--- src/sv/gpc_pkg.sv ---
`timescale 1ns / 1ps

package gpc_pkg;

  localparam int PIN_COUNT = 74;
  localparam int PIN_W = $clog2(PIN_COUNT);

  typedef enum logic [1:0] {
    OP_READ   = 2'd0,
    OP_DRIVE  = 2'd1,
    OP_MODE   = 2'd2,
    OP_ENABLE = 2'd3
  } op_t;

  typedef enum logic [1:0] {
    ST_OK        = 2'd0,
    ST_DISABLED  = 2'd1,
    ST_UNHANDLED = 2'd2
  } status_t;

  typedef enum logic [2:0] {
    CLS_NONE,
    CLS_A_NOOP,
    CLS_FIXED,
    CLS_OWN,
    CLS_IDE
  } pin_class_t;

  typedef struct packed {
    op_t              op;
    logic [PIN_W-1:0] pin;
    logic             value;
    logic             pad;
  } item_t;

  typedef struct packed {
    logic enable;
    logic tristate;
    logic drive;
  } pin_bits_t;

  typedef struct packed {
    logic             en;
    logic [PIN_W-1:0] addr;
    pin_bits_t        data;
  } wr_req_t;

  typedef struct packed {
    status_t status;
    logic    level;
  } result_t;

  function automatic pin_class_t pin_class(input logic [PIN_W-1:0] p);
    pin_class_t c;
    if (p <= PIN_W'(10)) c = CLS_FIXED;
    else if (p <= PIN_W'(14)) c = CLS_OWN;
    else if (p <= PIN_W'(30)) c = CLS_IDE;
    else if (p <= PIN_W'(37)) c = CLS_OWN;
    else if (p <= PIN_W'(45)) c = CLS_NONE;
    else if (p <= PIN_W'(48)) c = CLS_OWN;
    else if (p <= PIN_W'(64)) c = CLS_A_NOOP;
    else if (p == PIN_W'(67)) c = CLS_OWN;
    else if (p <= PIN_W'(69)) c = CLS_FIXED;
    else if (p <= PIN_W'(73)) c = CLS_OWN;
    else c = CLS_NONE;
    return c;
  endfunction

endpackage

--- src/sv/gpc_ram.sv ---
`timescale 1ns / 1ps

module gpc_ram #(
  parameter int Width = 8,
  parameter int Depth = 16
) (
  input  logic                     clk,
  input  logic                     wr_en,
  input  logic [$clog2(Depth)-1:0] wr_addr,
  input  logic [Width-1:0]         wr_data,
  input  logic [$clog2(Depth)-1:0] rd_addr,
  output logic [Width-1:0]         rd_data
);

  logic [Width-1:0] mem [Depth];

  always_ff @(posedge clk) begin
    if (wr_en) begin
      mem[wr_addr] <= wr_data;
    end
    rd_data <= mem[rd_addr];
  end

endmodule

--- src/sv/gpc_exec.sv ---
`timescale 1ns / 1ps

module gpc_exec (
  input  logic               clk,
  input  logic               rst,
  input  logic               fire,
  input  gpc_pkg::item_t     item,
  input  gpc_pkg::pin_bits_t rdata,
  input  logic               fwd,
  input  gpc_pkg::pin_bits_t fwd_bits,
  output gpc_pkg::result_t   res,
  output gpc_pkg::wr_req_t   wr
);
  import gpc_pkg::*;

  logic [PIN_COUNT-1:0] written;
  logic                 ide_enable;
  logic                 ide_enable_next;
  pin_class_t           cls;
  pin_bits_t            bits;
  pin_bits_t            bits_next;
  logic                 change;
  logic                 usable;

  always_comb begin
    cls = pin_class(item.pin);
    if (fwd) begin
      bits = fwd_bits;
    end else if (cls != CLS_NONE && written[item.pin]) begin
      bits = rdata;
    end else begin
      bits = '0;
    end

    bits_next = bits;
    change = 1'b0;
    ide_enable_next = ide_enable;
    res.status = ST_OK;
    res.level = 1'b0;
    usable = 1'b1;

    if (cls == CLS_NONE) begin
      res.status = ST_UNHANDLED;
    end else if (item.op == OP_ENABLE) begin
      case (cls)
        CLS_OWN: begin
          bits_next.enable = item.value;
          change = 1'b1;
        end
        CLS_IDE: ide_enable_next = item.value;
        CLS_FIXED: res.status = ST_UNHANDLED;
        default: ;
      endcase
    end else begin
      if (cls == CLS_OWN) begin
        usable = bits.enable;
      end else if (cls == CLS_IDE) begin
        usable = ide_enable;
      end
      if (!usable) begin
        res.status = ST_DISABLED;
      end else begin
        case (item.op)
          OP_READ: res.level = bits.tristate ? item.pad : bits.drive;
          OP_DRIVE: begin
            bits_next.drive = item.value;
            change = 1'b1;
          end
          OP_MODE: begin
            bits_next.tristate = item.value;
            change = 1'b1;
          end
          default: ;
        endcase
      end
    end

    wr.en = fire && change;
    wr.addr = item.pin;
    wr.data = bits_next;
  end

  always_ff @(posedge clk) begin
    if (rst) begin
      written <= '0;
      ide_enable <= 1'b0;
    end else if (fire) begin
      ide_enable <= ide_enable_next;
      if (wr.en) begin
        written[wr.addr] <= 1'b1;
      end
    end
  end

  a_wr_mapped: assert property (@(posedge clk) disable iff (rst)
    wr.en |-> (cls == CLS_OWN || cls == CLS_IDE || cls == CLS_FIXED || cls == CLS_A_NOOP))
    else $error("write issued for an unmapped pin");

  a_level_ok: assert property (@(posedge clk) disable iff (rst)
    res.level |-> (res.status == ST_OK && item.op == OP_READ))
    else $error("level set on a failed or non-read transaction");

  a_error_no_write: assert property (@(posedge clk) disable iff (rst)
    (res.status != ST_OK) |-> !wr.en)
    else $error("failed transaction changed pin state");

endmodule

--- src/sv/gpio_pin_controller_top.sv ---
`timescale 1ns / 1ps
// General-purpose pin controller for pin numbers 0 to 73.
// Command channel: cmd_valid and cmd_stall carry one transaction made of
// operation, pin_number, value and pad_level. A transaction is taken at a
// rising edge where cmd_valid is high and cmd_stall is low.
// Response channel: rsp_valid and rsp_stall carry status and level. Each
// command transaction produces exactly one response transaction, in order.
// rsp_valid rises when the command passes from the execute register s1 to
// the response register, which a stalled response delays. One transaction
// can be taken every cycle as long as responses are taken.
// The per-pin latch, mode and enable bits live in one small RAM with a
// registered read. The read is issued at the accepting edge, the command is
// resolved while it is held in s1, and it is written back at the edge that
// loads its response; back-to-back commands to the same pin are forwarded
// around the RAM.
// When rsp_stall is high, the held response stays stable, the command in
// flight waits behind it, and cmd_stall rises once that command is waiting.
// Reset clears all latches, modes and enables to zero at once (a written
// flag per pin and the IDE enable), and empties both pipeline registers.
module gpio_pin_controller_top (
  input  logic                      clk,
  input  logic                      rst,
  input  logic                      cmd_valid,
  output logic                      cmd_stall,
  input  logic [1:0]                operation,
  input  logic [gpc_pkg::PIN_W-1:0] pin_number,
  input  logic                      value,
  input  logic                      pad_level,
  output logic                      rsp_valid,
  input  logic                      rsp_stall,
  output logic [1:0]                status,
  output logic                      level
);
  import gpc_pkg::*;

  logic             cmd_fire;
  logic             s1_valid;
  logic             s1_fire;
  item_t            s1;
  logic             fwd;
  pin_bits_t        fwd_bits;
  pin_bits_t        rdata;
  logic [PIN_W-1:0] rd_addr;
  result_t          res;
  wr_req_t          wr;

  assign s1_fire = s1_valid && (!rsp_valid || !rsp_stall);
  assign cmd_stall = s1_valid && !s1_fire;
  assign cmd_fire = cmd_valid && !cmd_stall;
  assign rd_addr = cmd_fire ? pin_number : s1.pin;

  gpc_ram #(
    .Width($bits(pin_bits_t)),
    .Depth(PIN_COUNT)
  ) u_ram (
    .clk     (clk),
    .wr_en   (wr.en),
    .wr_addr (wr.addr),
    .wr_data (wr.data),
    .rd_addr (rd_addr),
    .rd_data (rdata)
  );

  gpc_exec u_exec (
    .clk      (clk),
    .rst      (rst),
    .fire     (s1_fire),
    .item     (s1),
    .rdata    (rdata),
    .fwd      (fwd),
    .fwd_bits (fwd_bits),
    .res      (res),
    .wr       (wr)
  );

  always_ff @(posedge clk) begin
    if (rst) begin
      s1_valid <= 1'b0;
      fwd <= 1'b0;
    end else begin
      if (cmd_fire) begin
        s1_valid <= 1'b1;
      end else if (s1_fire) begin
        s1_valid <= 1'b0;
      end
      fwd <= cmd_fire && wr.en && (wr.addr == pin_number);
    end
  end

  always_ff @(posedge clk) begin
    if (cmd_fire) begin
      s1.op <= op_t'(operation);
      s1.pin <= pin_number;
      s1.value <= value;
      s1.pad <= pad_level;
      fwd_bits <= wr.data;
    end
  end

  always_ff @(posedge clk) begin
    if (rst) begin
      rsp_valid <= 1'b0;
    end else if (s1_fire) begin
      rsp_valid <= 1'b1;
    end else if (!rsp_stall) begin
      rsp_valid <= 1'b0;
    end
  end

  always_ff @(posedge clk) begin
    if (s1_fire) begin
      status <= res.status;
      level <= res.level;
    end
  end

  a_cmd_loads: assert property (@(posedge clk) disable iff (rst)
    cmd_fire |=> s1_valid)
    else $error("accepted command did not reach the execute stage");

  a_wr_on_fire: assert property (@(posedge clk) disable iff (rst)
    wr.en |-> s1_fire)
    else $error("RAM written without a completing transaction");

  a_fire_rsp: assert property (@(posedge clk) disable iff (rst)
    s1_fire |=> rsp_valid)
    else $error("completed transaction produced no response");

  a_rsp_level: assert property (@(posedge clk) disable iff (rst)
    (rsp_valid && level) |-> (status == ST_OK))
    else $error("level reported on a failed response");

endmodule

--- config.mk ---
export PLATFORM = sky130hd
export DESIGN_NAME = gpio_pin_controller_top
export DESIGN_NICKNAME = d
export VERILOG_FILES = /design/src/sv/gpc_pkg.sv /design/src/sv/gpc_ram.sv /design/src/sv/gpc_exec.sv /design/src/sv/gpio_pin_controller_top.sv
export SDC_FILE = /design/constraint.sdc
export NUM_CORES = 1
export LEC_CHECK = 0
export ABC_AREA = 1
export ABC_CLOCK_PERIOD_IN_PS = 6000
export BUFFER_PORTS_ARGS = -buffer_cell sky130_fd_sc_hd__buf_2
export CORE_MARGIN = 3
export CORE_UTILIZATION = 40
export CTS_CLUSTER_DIAMETER = 200
export DETAILED_ROUTE_END_ITERATION = 12
export SETUP_SLACK_MARGIN = 0.1
export SLEW_MARGIN = 15
export SYNTH_ARGS = -nofsm -noshare
export SYNTH_HDL_FRONTEND = slang
export SYNTH_SLANG_ARGS = --single-unit
--- constraint.sdc ---
create_clock -name clk -period 6 [get_ports clk]
set_input_delay 1.2 -clock clk [delete_from_list [all_inputs] [get_ports clk]]
set_output_delay 1.2 -clock clk [all_outputs]
set_load 0.1 [all_outputs]
; ---- Word-level counts from Yosys, hierarchy flattened
; Memory sizes are Yosys's and may differ from the RTL's. A register that Yosys moved wholly into a read port is not among the register bits.
; Index checks and enable logic that the tools add are counted.
[totals]
out_inout_bits = 5
wordCells = 103
mem_count = 1
mem_bits_rw = 222
reg_bits = 95
rom_bits = 0
latchBits = 0
[mem_list]
columns = memory, depth, width, read_ports, rd_clocked_by_memory_dff, write_ports, line
row1 = u_ram.mem, 74, 3, 1, 1, 1, gpc_ram.sv:15  ; logic [Width-1:0] mem [Depth];
[op_classes]
n_bitwise = 4
n_addsub = 0
n_div = 0
magnitude_cmp = 11
n_eq_ne = 9
multipliers = 0
n_shift = 0
reduce_logical = 21
muxes = 43
[op_table]
columns = op, count
row1 = $or A74 B74 Y74, 1
row2 = $mux W3, 12
row3 = $mux W1, 23
row4 = $le A7 B6 Y1 const B, 3
row5 = $le A7 B7 Y1 const B, 3
row6 = $le A7 B4 Y1 const B, 2
row7 = $mux W2, 5
row8 = $logic_and A1 B1 Y1, 8
row9 = $lt A7 B8 Y1 const B, 1
row10 = $bmux W1 S7, 1
row11 = $demux W1 S7, 1
row12 = $eq A7 B7 Y1, 1
row13 = $eq A7 B7 Y1 const B, 1
row14 = $ge A7 B1 Y1 const B, 1
row15 = $le A7 B5 Y1 const B, 1
row16 = $mux W7, 1
row17 = $eq A3 B2 Y1 const B, 2
row18 = $eq A2 B2 Y1 const B, 2
row19 = $logic_not A1 Y1, 4
row20 = $reduce_and A4 Y1, 1
row21 = $reduce_or A4 Y1, 1
row22 = $eq A3 B3 Y1 const B, 1
row23 = $logic_not A3 Y1, 1
row24 = $not A1 Y1, 3
row25 = 8 further kinds, 8

; ---- Depth between registers and ports, before layout
; Gate-level depths: netlist of run 1.
[depth]
word_depth = 24
mapped_depth = 23
mapped_depth_nobuf = 19

; ---- By module
; Synthesis of run 1 repeated with hierarchy kept, for this count alone.
[unflattened]
cells_unflattened = 1608
area_unflattened_um2 = 15040.7
[modules_own_cells]
columns = mod, area_per_inst_um2, cells_each, instances
row1 = gpc_ram, 9365.2, 842, 1
row2 = gpc_exec, 4810.9, 680, 1
row3 = gpio_pin_controller_top, 864.6, 86, 1

; ---- Worst setup path before layout of run 1
; OpenSTA, ideal clock, no wires.
[synth_timing]
path_kind = register to register
from = register s1[5] (netlist bit)
to = register, netlist name fwd_bits[0]
setup_ns = 0.787
setup_slack_ns = 0.468
stages_incl_launch_ff = 19
arrival_ns = 4.745
required_time_ns = 5.213
synth_period_minus_slack_ns = 5.532
path_cell_list = edfxtp_1 buf_4 nor2_8 nand2_1 nor2_1 nand2_1 nand3_1 nand2_1 nand2_1 nand2_1 nand2_1 nand2_1 nand3_2 nand3_2 nand3_2 nand2_1 inv_1 nand3_1 o21ai_0
[synth_lines]
columns = item, line
row1 = start: declaration, gpio_pin_controller_top.sv:39  ; item_t s1;

; ---- Worst setup path after layout of run 1
[layout_timing]
from = register s1[2] (netlist bit)
to = memory u_ram.mem[46][0] (netlist bit) (enable)
[layout_between]
elab_chain_len = 24
[layout_lines]
columns = item, line
row1 = $le A7 B7 Y1, gpc_pkg.sv:64  ; else if (p <= PIN_W'(73)) c = CLS_OWN;
row2 = $mux W2, gpc_pkg.sv:64
row3 = $mux W3, gpc_pkg.sv:63  ; else if (p <= PIN_W'(69)) c = CLS_FIXED;
row4 = $mux W3, gpc_pkg.sv:62  ; else if (p == PIN_W'(67)) c = CLS_OWN;
row5 = $mux W3, gpc_pkg.sv:61  ; else if (p <= PIN_W'(64)) c = CLS_A_NOOP;
row6 = $mux W3, gpc_pkg.sv:60  ; else if (p <= PIN_W'(48)) c = CLS_OWN;
row7 = $mux W3, gpc_pkg.sv:59  ; else if (p <= PIN_W'(45)) c = CLS_NONE;
row8 = $mux W3, gpc_pkg.sv:58  ; else if (p <= PIN_W'(37)) c = CLS_OWN;
row9 = [8 not listed], -
row10 = $mux W1, gpc_exec.sv:44  ; end else if (item.op == OP_ENABLE) begin
row11 = $mux W1, gpc_exec.sv:42  ; if (cls == CLS_NONE) begin
row12 = $mux W1, gpc_exec.sv:60  ; if (!usable) begin
row13 = $mux W1, gpc_exec.sv:44
row14 = $mux W1, gpc_exec.sv:42
row15 = $logic_and A1 B1 Y1, gpc_exec.sv:78  ; wr.en = fire && change;
row16 = $mux W1, gpc_ram.sv:18  ; if (wr_en) begin
row17 = $mux W1 (not written as such), gpc_ram.sv:19  ; mem[wr_addr] <= wr_data;
row18 = end: declaration, gpc_ram.sv:15
; Several ways; a longest one is shown, not always the timed one. The select of a mux whose other input is x is not followed.

==> summary.log, run 1 <==
qor: status.run_status finished, final reports clean
qor: synth.post_synth_xor_area_fraction 0%
qor: power_and_ir_drop.clock_power_share 43.0%
qor: synth.postSynth.topFlopCell edfxtp_1
qor: clock_network.cts_resized 0
qor: setup_path.timing.reg2reg.worst_path_depth 15
qor: sta.final.setup.worst_slack 0.9184 ns
qor: final_layout.layout.nets 1542
qor: setup_path.critical_path_cell_count 15
qor: clock_network.holdBufCountCts 0
qor: clock_network.clock_insertion_delay_worst_skew 0.52 ns
qor: setup_path.worst_path_largest_cell_delay 0.99 ns
qor: die.die_h 195.5 um
qor: worst_hold_path.worst_hold_path_type flip-flop to flip-flop
qor: routing.postRouteAntennaNets 0
qor: clock_network.ctsHtreeMaxLevel 2
qor: clock_network.cts_tree yes
qor: power_and_ir_drop.p_leak 0.005776 uW
qor: synth.synth.cells.most_frequent nand2_1, edfxtp_1, nor2_1
qor: sta.skew 0.01775 ns
qor: synth.synthesized_area_fraction_occupied_by_and_or_nand_nor_cells 16.57%
qor: synth.ys_seq_elements 320
qor: sta.share_of_the_cycle_needed_by_the_critical_path_after_routing 84.69%
qor: setup_path.cp-end-kind flip-flop
qor: global_routing.grt.overflow.total 0
qor: setup_path.timing.critical_path.required 6.21 ns
qor: synth.synth.most_common_cell nand2_1
qor: global_routing.first_global_vias 10510
qor: routing.dr_total_vias 10970
qor: power_and_ir_drop.total_switching_power 1300 uW
qor: synth.synth_top_family_by_area simple AND/OR/NAND/NOR gates
qor: power_and_ir_drop.comb_power_share 9.9%
qor: power_and_ir_drop.internal-power 3987 uW
qor: routing.dr.pass1.iters 5
qor: final_layout.layout-drive-gt1-share 8.382%
qor: final_layout.area_taken_by_multi_input_logic_gates 4723 um2
qor: final_layout.synthToLayoutAreaGrowth 12.35%
qor: final_layout.stdcell_area 16150 um2
qor: place.gp_congestion 0.8928
qor: die.dieArea 38240 um2
qor: die.design.core.area 34970 um2
qor: place.numPlacedInstances 1940
qor: global_routing.grt_util_all_layers 19.94%
qor: power_and_ir_drop.p_sw_share 24.59%
qor: synth.post_synth_inst_count 1516
qor: setup_path.crit_slowest_cell edfxtp_1
qor: synth.netlist_top_cells_area edfxtp_1, dfxtp_1, o21ai_0
qor: clock_network.clock_transition_at_the_register_clock_pins_on_the_worst_setup_and_hold_paths_after_cts 0.06 ns
qor: setup_path.crit_path_start_kind flip-flop
qor: global_routing.antenna_found_initial 0
qor: final_layout.finish.cell_count_without_fillers 2006
qor: synth.arithmetic_cell_share_of_the_synthesized_area_counting_full_adders_half_adders_and_majority_gates 0.3483%
qor: clock_network.cts_sinks 320
qor: clock_network.post-cts-setup-buffer-count 0
qor: place.dp.final_hpwl 23550 um
qor: synth.mappedNetlistArea 14370 um2
qor: clock_network.cts_buffers 36
qor: synth.synth.distinct_cells 36
qor: synth.synth.yosys.warnings 0
qor: sta.grt_setup_unrepaired no
qor: routing.drcViolationCount 0
qor: power_and_ir_drop.power.density_cell_area 327.4 nW/um2
qor: power_and_ir_drop.sequentialPowerShare 47.0%
qor: global_routing.grt_first_pass_wirelength 60510 um
qor: power_and_ir_drop.peakVddDrop 0.0002004 V
qor: sta.fmaxAchievable 196.8 MHz
qor: place.detailedPlace.worstSlack 1.060 ns
qor: synth.ys_seq_area_share 61.22%
qor: setup_path.timing.critical_path.fanout_max 36
qor: setup_path.worst-setup-path-type flip-flop to flip-flop
qor: sta.hold_viol 0
qor: sta.setup-tns-final 0 ns
qor: die.floorplan.die.width 195.5 um
qor: final_layout.fill_cells 3292
qor: synth.synth_area_per_cell 9.480 um2
qor: synth.synth-compound-area-share 14.93%
qor: routing.routed_wl 38770 um
qor: final_layout.combined_flip_flop_and_latch_cell_area 8798 um2
qor: synth.synth_top_area_share 49.94%
qor: setup_path.timing.critical_path.max_delay_family simple AND/OR/NAND/NOR gates
qor: sta.max_slew_margin 29.56%
qor: sta.final-setup-viol-count 0
qor: routing.vias_per_cell 5.471
qor: routing.detail_route.iter0.violations 1114
qor: place.place_area 14910 um2
qor: global_routing.grt_start_max_net_pins 76
qor: routing.wl_per_cell 19.33 um
qor: die.initial_standard_cell_utilization_of_the_core 41.10%
qor: synth.synth_largest_area_cell edfxtp_1
qor: synth.synth-edff-count 239
qor: place.io_buffer_count 19
qor: synth.async_reset_ff_share 0%
qor: die.io_pins 20
qor: final_layout.n_antenna_cell 0
qor: worst_hold_path.timing.hold.worst_path_depth 2
qor: job.max_cap_viol_count 0
qor: sta.drv_slew 0
qor: clock_network.clock_tree.root_cell clkbuf_16
qor: synth.proportion_of_synthesized_area_in_mux_cells 0%
qor: setup_path.worst-endpoint-arrival 5.30 ns
qor: clock_network.clock_buffer_depth 3
qor: die.placement_rows 68
qor: setup_path.worstPathBufferInverterCount 2
qor: setup_path.crit_path_cell_trace nand3_1, nor2_1, nor3b_1, nand2_1, nand2_1, nand2_1, nand2_1, nand3_2, nand3_2, nand3_2, nand3_2, nand2_2, buf_4, nand3_1, inv_1
qor: final_layout.post-route-util 46.17%
qor: sta.final.min_clock_period 5.082 ns
qor: sta.worst_pin_slew 1.057 ns
power by group through the flow:
stage	Sequential [uW]	Combinational [uW]	Clock, uW
after floorplan	2540	345	0
after global placement	2530	521	0
after detailed placement	2530	522	0
after CTS	2490	524	2320
after global routing	2490	578	2400
final	2490	525	2280
state kept, by name (all words and copies together), names as in the netlist:
register and count:
u_ram.mem 222, s1 11, status 2, u_exec.ide_enable 1
s1_valid 1, fwd_bits 3, fwd 1, u_exec.written 74
level 1, u_ram.rd_data 3, rsp_valid 1
worst paths after layout:
| path | start | to | slack, ns |
|---|---|---|---|
| min reg2reg | u_exec.written[42]$_SDFFE_PP0P_ | u_exec.written[42]$_SDFFE_PP0P_ | 0.42 |
| max | s1[2]$_DFFE_PP_ | u_ram.mem[46][0]$_DFFE_PP_ | 0.92 |
| max reg2reg | s1[2]$_DFFE_PP_ | u_ram.mem[46][0]$_DFFE_PP_ | 0.92 |
| min | u_exec.written[42]$_SDFFE_PP0P_ | u_exec.written[42]$_SDFFE_PP0P_ | 0.42 |
per-stage QoR:
| stage | total power [uW] | hold WS [ns] |
|---|---|---|
| floorplan | 2887 | 0.3999 |
| global placement | 3054 | 0.4068 |
| detailed placement | 3054 | 0.4098 |
| CTS | 5331 | 0.4193 |
| global route | 5468 | 0.4344 |
| finish | 5287 | 0.4168 |
per-layer routing:
layer	GRT usage, %	part of all wire, %	up-vias
met3	3.226	7.9	77
met2	31.14	46	469
li1	-	-	5209
met1	28.94	44	5219
met5	0	0	-
met4	5.545	2.4	0
cells in the final DEF, fill, tap and decap left out, types with 6 or more instances in the layout:
cell type	count
clkinv_2	8
buf_2	19
inv_1	126
nand3_1	99
conb_1	24
buf_4	23
o21bai_1	20
dfxtp_1	81
inv_2	11
clkbuf_16	38
o211ai_1	28
o221ai_1	22
nor2_1	210
o22ai_1	31
a21oi_1	76
o21ai_0	182
clkinv_1	8
edfxtp_1	239
nand2_1	246
clkbuf_1	6
cells by family (layout without fill, tap and decap cells):
| logic type | Yosys count | count (layout) |
|---|---|---|
| flip-flops | 320 | 320 |
| adder cells (fa/ha/maj) | 4 | 4 |
| buffers and inverters | 238 | 250 |
| AO/OA/AOI/OAI | 376 | 376 |
| other | 1 | 24 |
| AND/OR/NAND/NOR | 577 | 577 |
final cells by class:
class                   instances  area share [%]
well taps                     455           3.526
repair buffers                 43           1.782
inverters                     141           3.278
clock buffers                  46           6.200
flip-flops and latches        320           54.49
clock inverters                20           1.465
multi-input cells             981           29.25
worst min-delay path, delay by kind of cell (launching register included):
| family | cells | cell delay (ns) |
|---|---|---|
| AND/OR/NAND/NOR | 1 | 0.03 |
| flip-flops | 1 | 0.30 |
| buffers and inverters | 1 | 0.04 |
(Power assumes the default switching activity.)
==> inputs of run 2 (changes only) <==
- ABC_AREA: 1 -> 0
- ABC_CLOCK_PERIOD_IN_PS: 6000 -> 4700
- clock period: 6 -> 4.7 ns (I/O delays scaled with it)
==> run 2 against run 1 <==
Net effect:
- final area is 2.2% lower
- wire length is 5.5% lower
- worst setup slack worse by 0.38 ns
- first-iteration DRC count is 26% lower
- register-to-register slack worse by 0.38 ns
- power is 20% higher
- die area is 2.2% lower
- fmax is 22% higher
- hold slack better by 0.043 ns
- global-route usage is 0.85 points lower
- area after synthesis is 2.3% lower
- critical endpoint is now u_ram.mem[71][1]$_DFFE_PP_
- largest cell class unchanged
- largest power group unchanged
==> summary.log, run 2 <==
qor: status.run_status finished, final reports clean
qor: synth.synth-edff-count 239
qor: setup_path.cp-end-kind flip-flop
qor: final_layout.fill_cells 3113
qor: die.io_pins 20
qor: sta.max_slew_margin 32.35%
qor: worst_hold_path.timing.hold.worst_path_depth 2
qor: place.dp.final_hpwl 23890 um
qor: final_layout.largest_register_ffs 222
qor: setup_path.regToRegStartpoint s1[2]$_DFFE_PP_
qor: synth.netlist_top_cells_area edfxtp_1, dfxtp_1, mux2i_1
qor: final_layout.n_antenna_cell 0
qor: sta.drv_slew 0
qor: setup_path.timing.critical_path.fanout_max 32
qor: routing.dr_total_vias 9636
qor: power_and_ir_drop.peakVddDrop 0.0003246 V
qor: routing.detail_route.iter0.violations 822
qor: worst_hold_path.worst_hold_startpoint u_exec.written[47]$_SDFFE_PP0P_
qor: die.design.core.area 34040 um2
qor: setup_path.worst-setup-path-type flip-flop to flip-flop
qor: routing.dr.pass1.iters 5
qor: synth.synth_top_area_share 51.12%
qor: power_and_ir_drop.power.density_cell_area 400.3 nW/um2
qor: clock_network.cts_sinks 320
qor: sta.final-setup-viol-count 0
qor: setup_path.timing.reg2reg.worst_path_depth 10
qor: synth.post_synth_inst_count 1131
qor: global_routing.grt.overflow.total 0
qor: worst_hold_path.worstHoldEndpoint u_exec.written[47]$_SDFFE_PP0P_
qor: final_layout.layout_common_cells edfxtp_1, nand2_1, nor2_1
qor: synth.synth.yosys.warnings 0
qor: die.floorplan.die.width 193.4 um
qor: final_layout.area_taken_by_multi_input_logic_gates 4833 um2
qor: die.dieArea 37380 um2
qor: sta.skew 0.02017 ns
qor: synth.postSynth.topFlopCell edfxtp_1
qor: routing.wl_per_cell 22.23 um
qor: synth.synth_largest_area_cell edfxtp_1
qor: routing.vias_per_cell 5.844
qor: synth.synth.cells.most_frequent edfxtp_1, nand2_1, nor2_1
qor: worst_hold_path.worst_hold_path_type flip-flop to flip-flop
qor: synth.synth.distinct_cells 80
qor: final_layout.layout-drive-gt1-share 13.99%
qor: clock_network.cts_resized 0
qor: synth.ys_seq_area_share 62.67%
qor: setup_path.timing.critical_path.required 4.85 ns
qor: global_routing.grt_first_pass_wirelength 56280 um
qor: sta.grt_setup_unrepaired no
qor: clock_network.ctsHtreeMaxLevel 2
qor: power_and_ir_drop.p_leak 0.005572 uW
qor: global_routing.grt_start_max_net_pins 76
qor: clock_network.cts_buffers 36
qor: global_routing.first_global_vias 9398
qor: routing.routed_wl 36650 um
qor: sta.fmaxAchievable 240.4 MHz
qor: routing.drcViolationCount 0
qor: die.placement_rows 67
qor: setup_path.reg_to_reg_critical_path_endpoint u_ram.mem[71][1]$_DFFE_PP_
qor: global_routing.antenna_found_initial 0
qor: die.initial_standard_cell_utilization_of_the_core 41.25%
qor: sta.setup-tns-final 0 ns
qor: setup_path.timing.reg2reg.setup_slack 0.54 ns
qor: setup_path.timing.critical_path.from s1[2]$_DFFE_PP_
qor: setup_path.worst-endpoint-arrival 4.31 ns
qor: sta.worst_pin_slew 1.015 ns
qor: clock_network.post-cts-setup-buffer-count 0
qor: synth.synth_area_per_cell 12.41 um2
qor: final_layout.top_register u_ram.mem
qor: final_layout.combined_flip_flop_and_latch_cell_area 8798 um2
qor: final_layout.layout.nets 1196
qor: sta.hold_viol 0
qor: global_routing.grt_util_all_layers 19.09%
qor: clock_network.cts_tree yes
qor: clock_network.holdBufCountCts 0
qor: final_layout.layout_top_registers u_ram.mem (222), u_exec.written (74), s1 (11)
qor: synth.ys_seq_elements 320
qor: place.gp_congestion 0.9016
qor: routing.postRouteAntennaNets 0
qor: final_layout.synthToLayoutAreaGrowth 12.43%
qor: synth.synth.most_common_cell edfxtp_1
qor: synth.mappedNetlistArea 14040 um2
qor: place.io_buffer_count 19
qor: clock_network.clock_buffer_depth 3
qor: job.max_cap_viol_count 0
qor: setup_path.crit_path_start_kind flip-flop
qor: sta.final.setup.worst_slack 0.5401 ns
qor: clock_network.clock_insertion_delay_worst_skew 0.53 ns
qor: final_layout.layout.cells.most_common edfxtp_1
qor: clock_network.clock_tree.root_cell clkbuf_16
qor: place.detailedPlace.worstSlack 0.5416 ns
qor: clock_network.clock_transition_at_the_register_clock_pins_on_the_worst_setup_and_hold_paths_after_cts 0.06 ns
qor: sta.final.min_clock_period 4.160 ns
qor: die.die_h 193.4 um
qor: synth.async_reset_ff_share 0%
qor: sta.share_of_the_cycle_needed_by_the_critical_path_after_routing 88.51%
-- run 2: cell type report --
cell class | instances | share of cell area [%]
clock buffers | 45 | 5.992
repair buffers | 64 | 2.980
clock inverters | 17 | 0.8006
well taps | 448 | 3.551
inverters | 12 | 0.3171
multi-input cells | 743 | 30.62
flip-flops and latches | 320 | 55.74
-- run 2: per-layer routing --
layer / vias to the layer above / GRT usage, % / part of all wire, %
met5: - / 0 / 0
met2: 416 / 30.54 / 47
li1: 4379 / - / -
met4: 0 / 5.893 / 2.8
met3: 68 / 3.601 / 7.6
met1: 4773 / 26.60 / 43
-- run 2: per-stage QoR --
step	util [%]	power, uW	area [um2]	cells	hold WS [ns]
4_1_cts	46.38	6361	15790	1649	0.4628
6_report	46.38	6319	15790	1649	0.4597
3_5_place_dp	43.23	3791	14710	1587	0.4511
3_3_place_gp	43.23	3787	14710	1587	0.4413
5_1_grt	46.38	6517	15790	1649	0.4832
2_1_floorplan	-	3590	14130	1154	0.4278
-- run 2: where the power goes --
| part | internal, uW | switching, uW |
|---|---|---|
| Sequential | 3100 | 34.6 |
| Combinational | 183 | 415 |
| Clock | 1490 | 1100 |
-- run 2: how the worst max path moves through the flow --
stage,endpoint,cells after the start
after floorplan,u_ram.rd_data[1]$_DFF_P_,12
after global placement,u_ram.rd_data[1]$_DFF_P_,10
after detailed placement,u_ram.rd_data[0]$_DFF_P_,9
after CTS,u_ram.mem[64][2]$_DFFE_PP_,10
after global routing,u_ram.mem[66][2]$_DFFE_PP_,10
final,u_ram.mem[71][1]$_DFFE_PP_,10
-- run 2: worst max-delay path, cell delays in order (launching register included) --
cell	delay (ns)
edfxtp_1	1.02
buf_4	0.33
nor4_1	0.09
and3b_1	0.24
o32ai_1	0.17
a2111oi_2	0.40
nand4_1	0.24
nand2_2	0.21
a31oi_4	0.27
buf_12	0.27
nor4_1	0.53
-- run 2: cells by family (layout without fill, tap and decap cells) --
family / Yosys count / after routing / synth area share (%)
compound gates: 185 / 185 / 9.375
xor+xnor: 11 / 11 / 0.6863
fa+ha+maj: 4 / 4 / 0.3565
buf+inv: 91 / 138 / 3.645
flops: 320 / 320 / 62.67
mux: 97 / 97 / 8.564
other cells: 1 / 24 / 0.02671
simple gates: 422 / 422 / 14.68
==> inputs of run 3 (changes only) <==
- BUFFER_PORTS_ARGS: -buffer_cell sky130_fd_sc_hd__buf_2 -> -buffer_cell sky130_fd_sc_hd__clkbuf_2
==> run 3 against run 2 <==
Net effect:
- clock skew rose by 0.0084 ns
- sequential power about the same
- clock-buffer cell count up 4
- die area unchanged
- non-clock buffer count shrank 8
- largest cell class unchanged
- combinational power shrank 2%
- hold slack worse by 0.0013 ns
- critical endpoint is now u_ram.mem[24][1]$_DFFE_PP_
==> summary.log, run 3 (same netlist as run 2, synthesis figures left out) <==
qor: setup_path.timing.critical_path.to u_ram.mem[24][1]$_DFFE_PP_
qor: clock_network.clock_insertion_delay_worst_skew 0.54 ns
qor: setup_path.timing.reg2reg.worst_path_depth 9
qor: sta.fmaxAchievable 241.4 MHz
qor: worst_hold_path.worst_hold_path_type flip-flop to flip-flop
qor: sta.max_slew_margin 23.47%
qor: clock_network.cts_resized 0
qor: final_layout.area_taken_by_multi_input_logic_gates 4833 um2
qor: global_routing.grt_util_all_layers 19.08%
qor: sta.final.min_clock_period 4.143 ns
qor: clock_network.clock_transition_at_the_register_clock_pins_on_the_worst_setup_and_hold_paths_after_cts 0.06 ns
qor: routing.wl_per_cell 22.33 um
qor: clock_network.cts_buffers 35
qor: die.die_h 193.4 um
qor: place.io_buffer_count 19
qor: sta.grt_setup_unrepaired no
qor: routing.dr_total_vias 9504
qor: final_layout.n_antenna_cell 0
qor: setup_path.timing.critical_path.required 4.86 ns
qor: global_routing.grt.overflow.total 0
qor: setup_path.timing.critical_path.from s1[2]$_DFFE_PP_
qor: clock_network.cts_sinks 320
qor: final_layout.layout_common_cells edfxtp_1, nand2_1, nor2_1
qor: setup_path.timing.critical_path.fanout_max 55
qor: die.design.core.area 34040 um2
qor: die.initial_standard_cell_utilization_of_the_core 41.25%
qor: global_routing.grt_start_max_net_pins 76
qor: clock_network.clock_tree.root_cell clkbuf_16
qor: routing.postRouteAntennaNets 0
qor: clock_network.holdBufCountCts 0
qor: die.placement_rows 67
qor: setup_path.timing.reg2reg.setup_slack 0.56 ns
qor: power_and_ir_drop.p_leak 0.005567 uW
qor: sta.skew 0.02855 ns
qor: routing.dr.pass1.iters 5
qor: final_layout.synthToLayoutAreaGrowth 12.38%
qor: setup_path.worst-endpoint-arrival 4.31 ns
qor: die.io_pins 20
qor: status.run_status finished, final reports clean
qor: setup_path.cp-end-kind flip-flop
qor: final_layout.largest_register_ffs 222
qor: routing.wirelength_met1 16070 um
qor: final_layout.fill_cells 3122
qor: routing.route.top_layer_used met4
qor: clock_network.ctsHtreeMaxLevel 2
qor: routing.drcViolationCount 0
qor: routing.met2_length 17560 um
qor: sta.drv_slew 0
qor: sta.worst_pin_slew 1.148 ns
qor: routing.detail_route.iter0.violations 966
qor: routing.routed_wl 36690 um
qor: final_layout.combined_flip_flop_and_latch_cell_area 8798 um2
qor: die.floorplan.die.width 193.4 um
qor: setup_path.worst-setup-path-type flip-flop to flip-flop
qor: power_and_ir_drop.power.density_cell_area 407.1 nW/um2
qor: final_layout.layout.nets 1187
qor: sta.hold_viol 0
qor: final_layout.top_register u_ram.mem
qor: sta.final-setup-viol-count 0
qor: die.dieArea 37380 um2
qor: clock_network.clock_buffer_depth 3
qor: final_layout.layout_top_registers u_ram.mem (222), u_exec.written (74), s1 (11)
qor: routing.dr_wl_met3 2096 um
qor: global_routing.antenna_found_initial 0
qor: final_layout.layout.cells.most_common edfxtp_1
qor: clock_network.cts_tree yes
qor: routing.vias_per_cell 5.785
qor: clock_network.post-cts-setup-buffer-count 0
qor: sta.share_of_the_cycle_needed_by_the_critical_path_after_routing 88.15%
qor: global_routing.grt_first_pass_wirelength 55920 um
qor: power_and_ir_drop.peakVddDrop 0.0002831 V
qor: job.max_cap_viol_count 0
qor: setup_path.crit_path_start_kind flip-flop
qor: power_and_ir_drop.final_total_pwr 6424 uW
qor: setup_path.regToRegStartpoint s1[2]$_DFFE_PP_
qor: sta.setup-tns-final 0 ns
qor: place.gp_congestion 0.9005
qor: final_layout.layout-drive-gt1-share 13.72%
qor: place.dp.final_hpwl 24110 um
qor: global_routing.first_global_vias 9304
qor: setup_path.reg_to_reg_critical_path_endpoint u_ram.mem[24][1]$_DFFE_PP_
run 3: worst min path at each step:
| stage | slack, ns | cells after the start | startpoint | end |
|---|---|---|---|---|
| after floorplan | 0.43 | 2 | u_exec.written[63]$_SDFFE_PP0P_ | u_exec.written[63]$_SDFFE_PP0P_ |
| after global placement | 0.44 | 2 | u_exec.written[70]$_SDFFE_PP0P_ | u_exec.written[70]$_SDFFE_PP0P_ |
| after detailed placement | 0.45 | 2 | u_exec.written[18]$_SDFFE_PP0P_ | u_exec.written[18]$_SDFFE_PP0P_ |
| after CTS | 0.46 | 2 | u_exec.written[56]$_SDFFE_PP0P_ | u_exec.written[56]$_SDFFE_PP0P_ |
| after global routing | 0.48 | 2 | u_exec.written[52]$_SDFFE_PP0P_ | u_exec.written[52]$_SDFFE_PP0P_ |
| final | 0.46 | 2 | u_exec.written[56]$_SDFFE_PP0P_ | u_exec.written[56]$_SDFFE_PP0P_ |
run 3: critical path: stages (launching register included):
cell	delay [ns]
edfxtp_1	1.10
buf_4	0.33
o311a_1	0.16
o221ai_1	0.13
a2111oi_2	0.58
nand4_1	0.22
nand2_2	0.20
a31oi_4	0.11
buf_12	0.21
nor4_1	0.69
run 3: stage by stage:
stage	util (%)	worst slack [ns]	cells	hold WS, ns	area, um2
floorplan	-	1.205	1154	0.4278	14130
global placement	43.05	0.3942	1579	0.4402	14650
detailed placement	43.05	0.3778	1579	0.4515	14650
CTS	46.36	0.6287	1643	0.4615	15780
global route	46.36	0.3761	1643	0.4823	15780
finish	46.36	0.5571	1643	0.4584	15780
run 3: final cells by class:
class | count | area share [%]
sequential | 320 | 55.77
multi-input combinational | 743 | 30.63
clock buffer | 49 | 6.241
tap | 448 | 3.553
timing repair buffer | 56 | 2.601
clock inverter | 15 | 0.8882
inverter | 12 | 0.3172
run 3: routing by layer:
metal	up-vias	GRT usage [%]
met4	0	5.867
li1	4371	-
met5	-	0
met2	345	31.28
met1	4722	26.34
met3	66	3.009
run 3: power breakdown:
| group | switching, uW | total, uW | internal, uW |
|---|---|---|---|
| clock network | 1120 | 2700 | 1580 |
| logic | 408 | 588 | 180 |
| registers | 35.2 | 3140 | 3100 |
| total | 1560 | 6420 | 4860 |
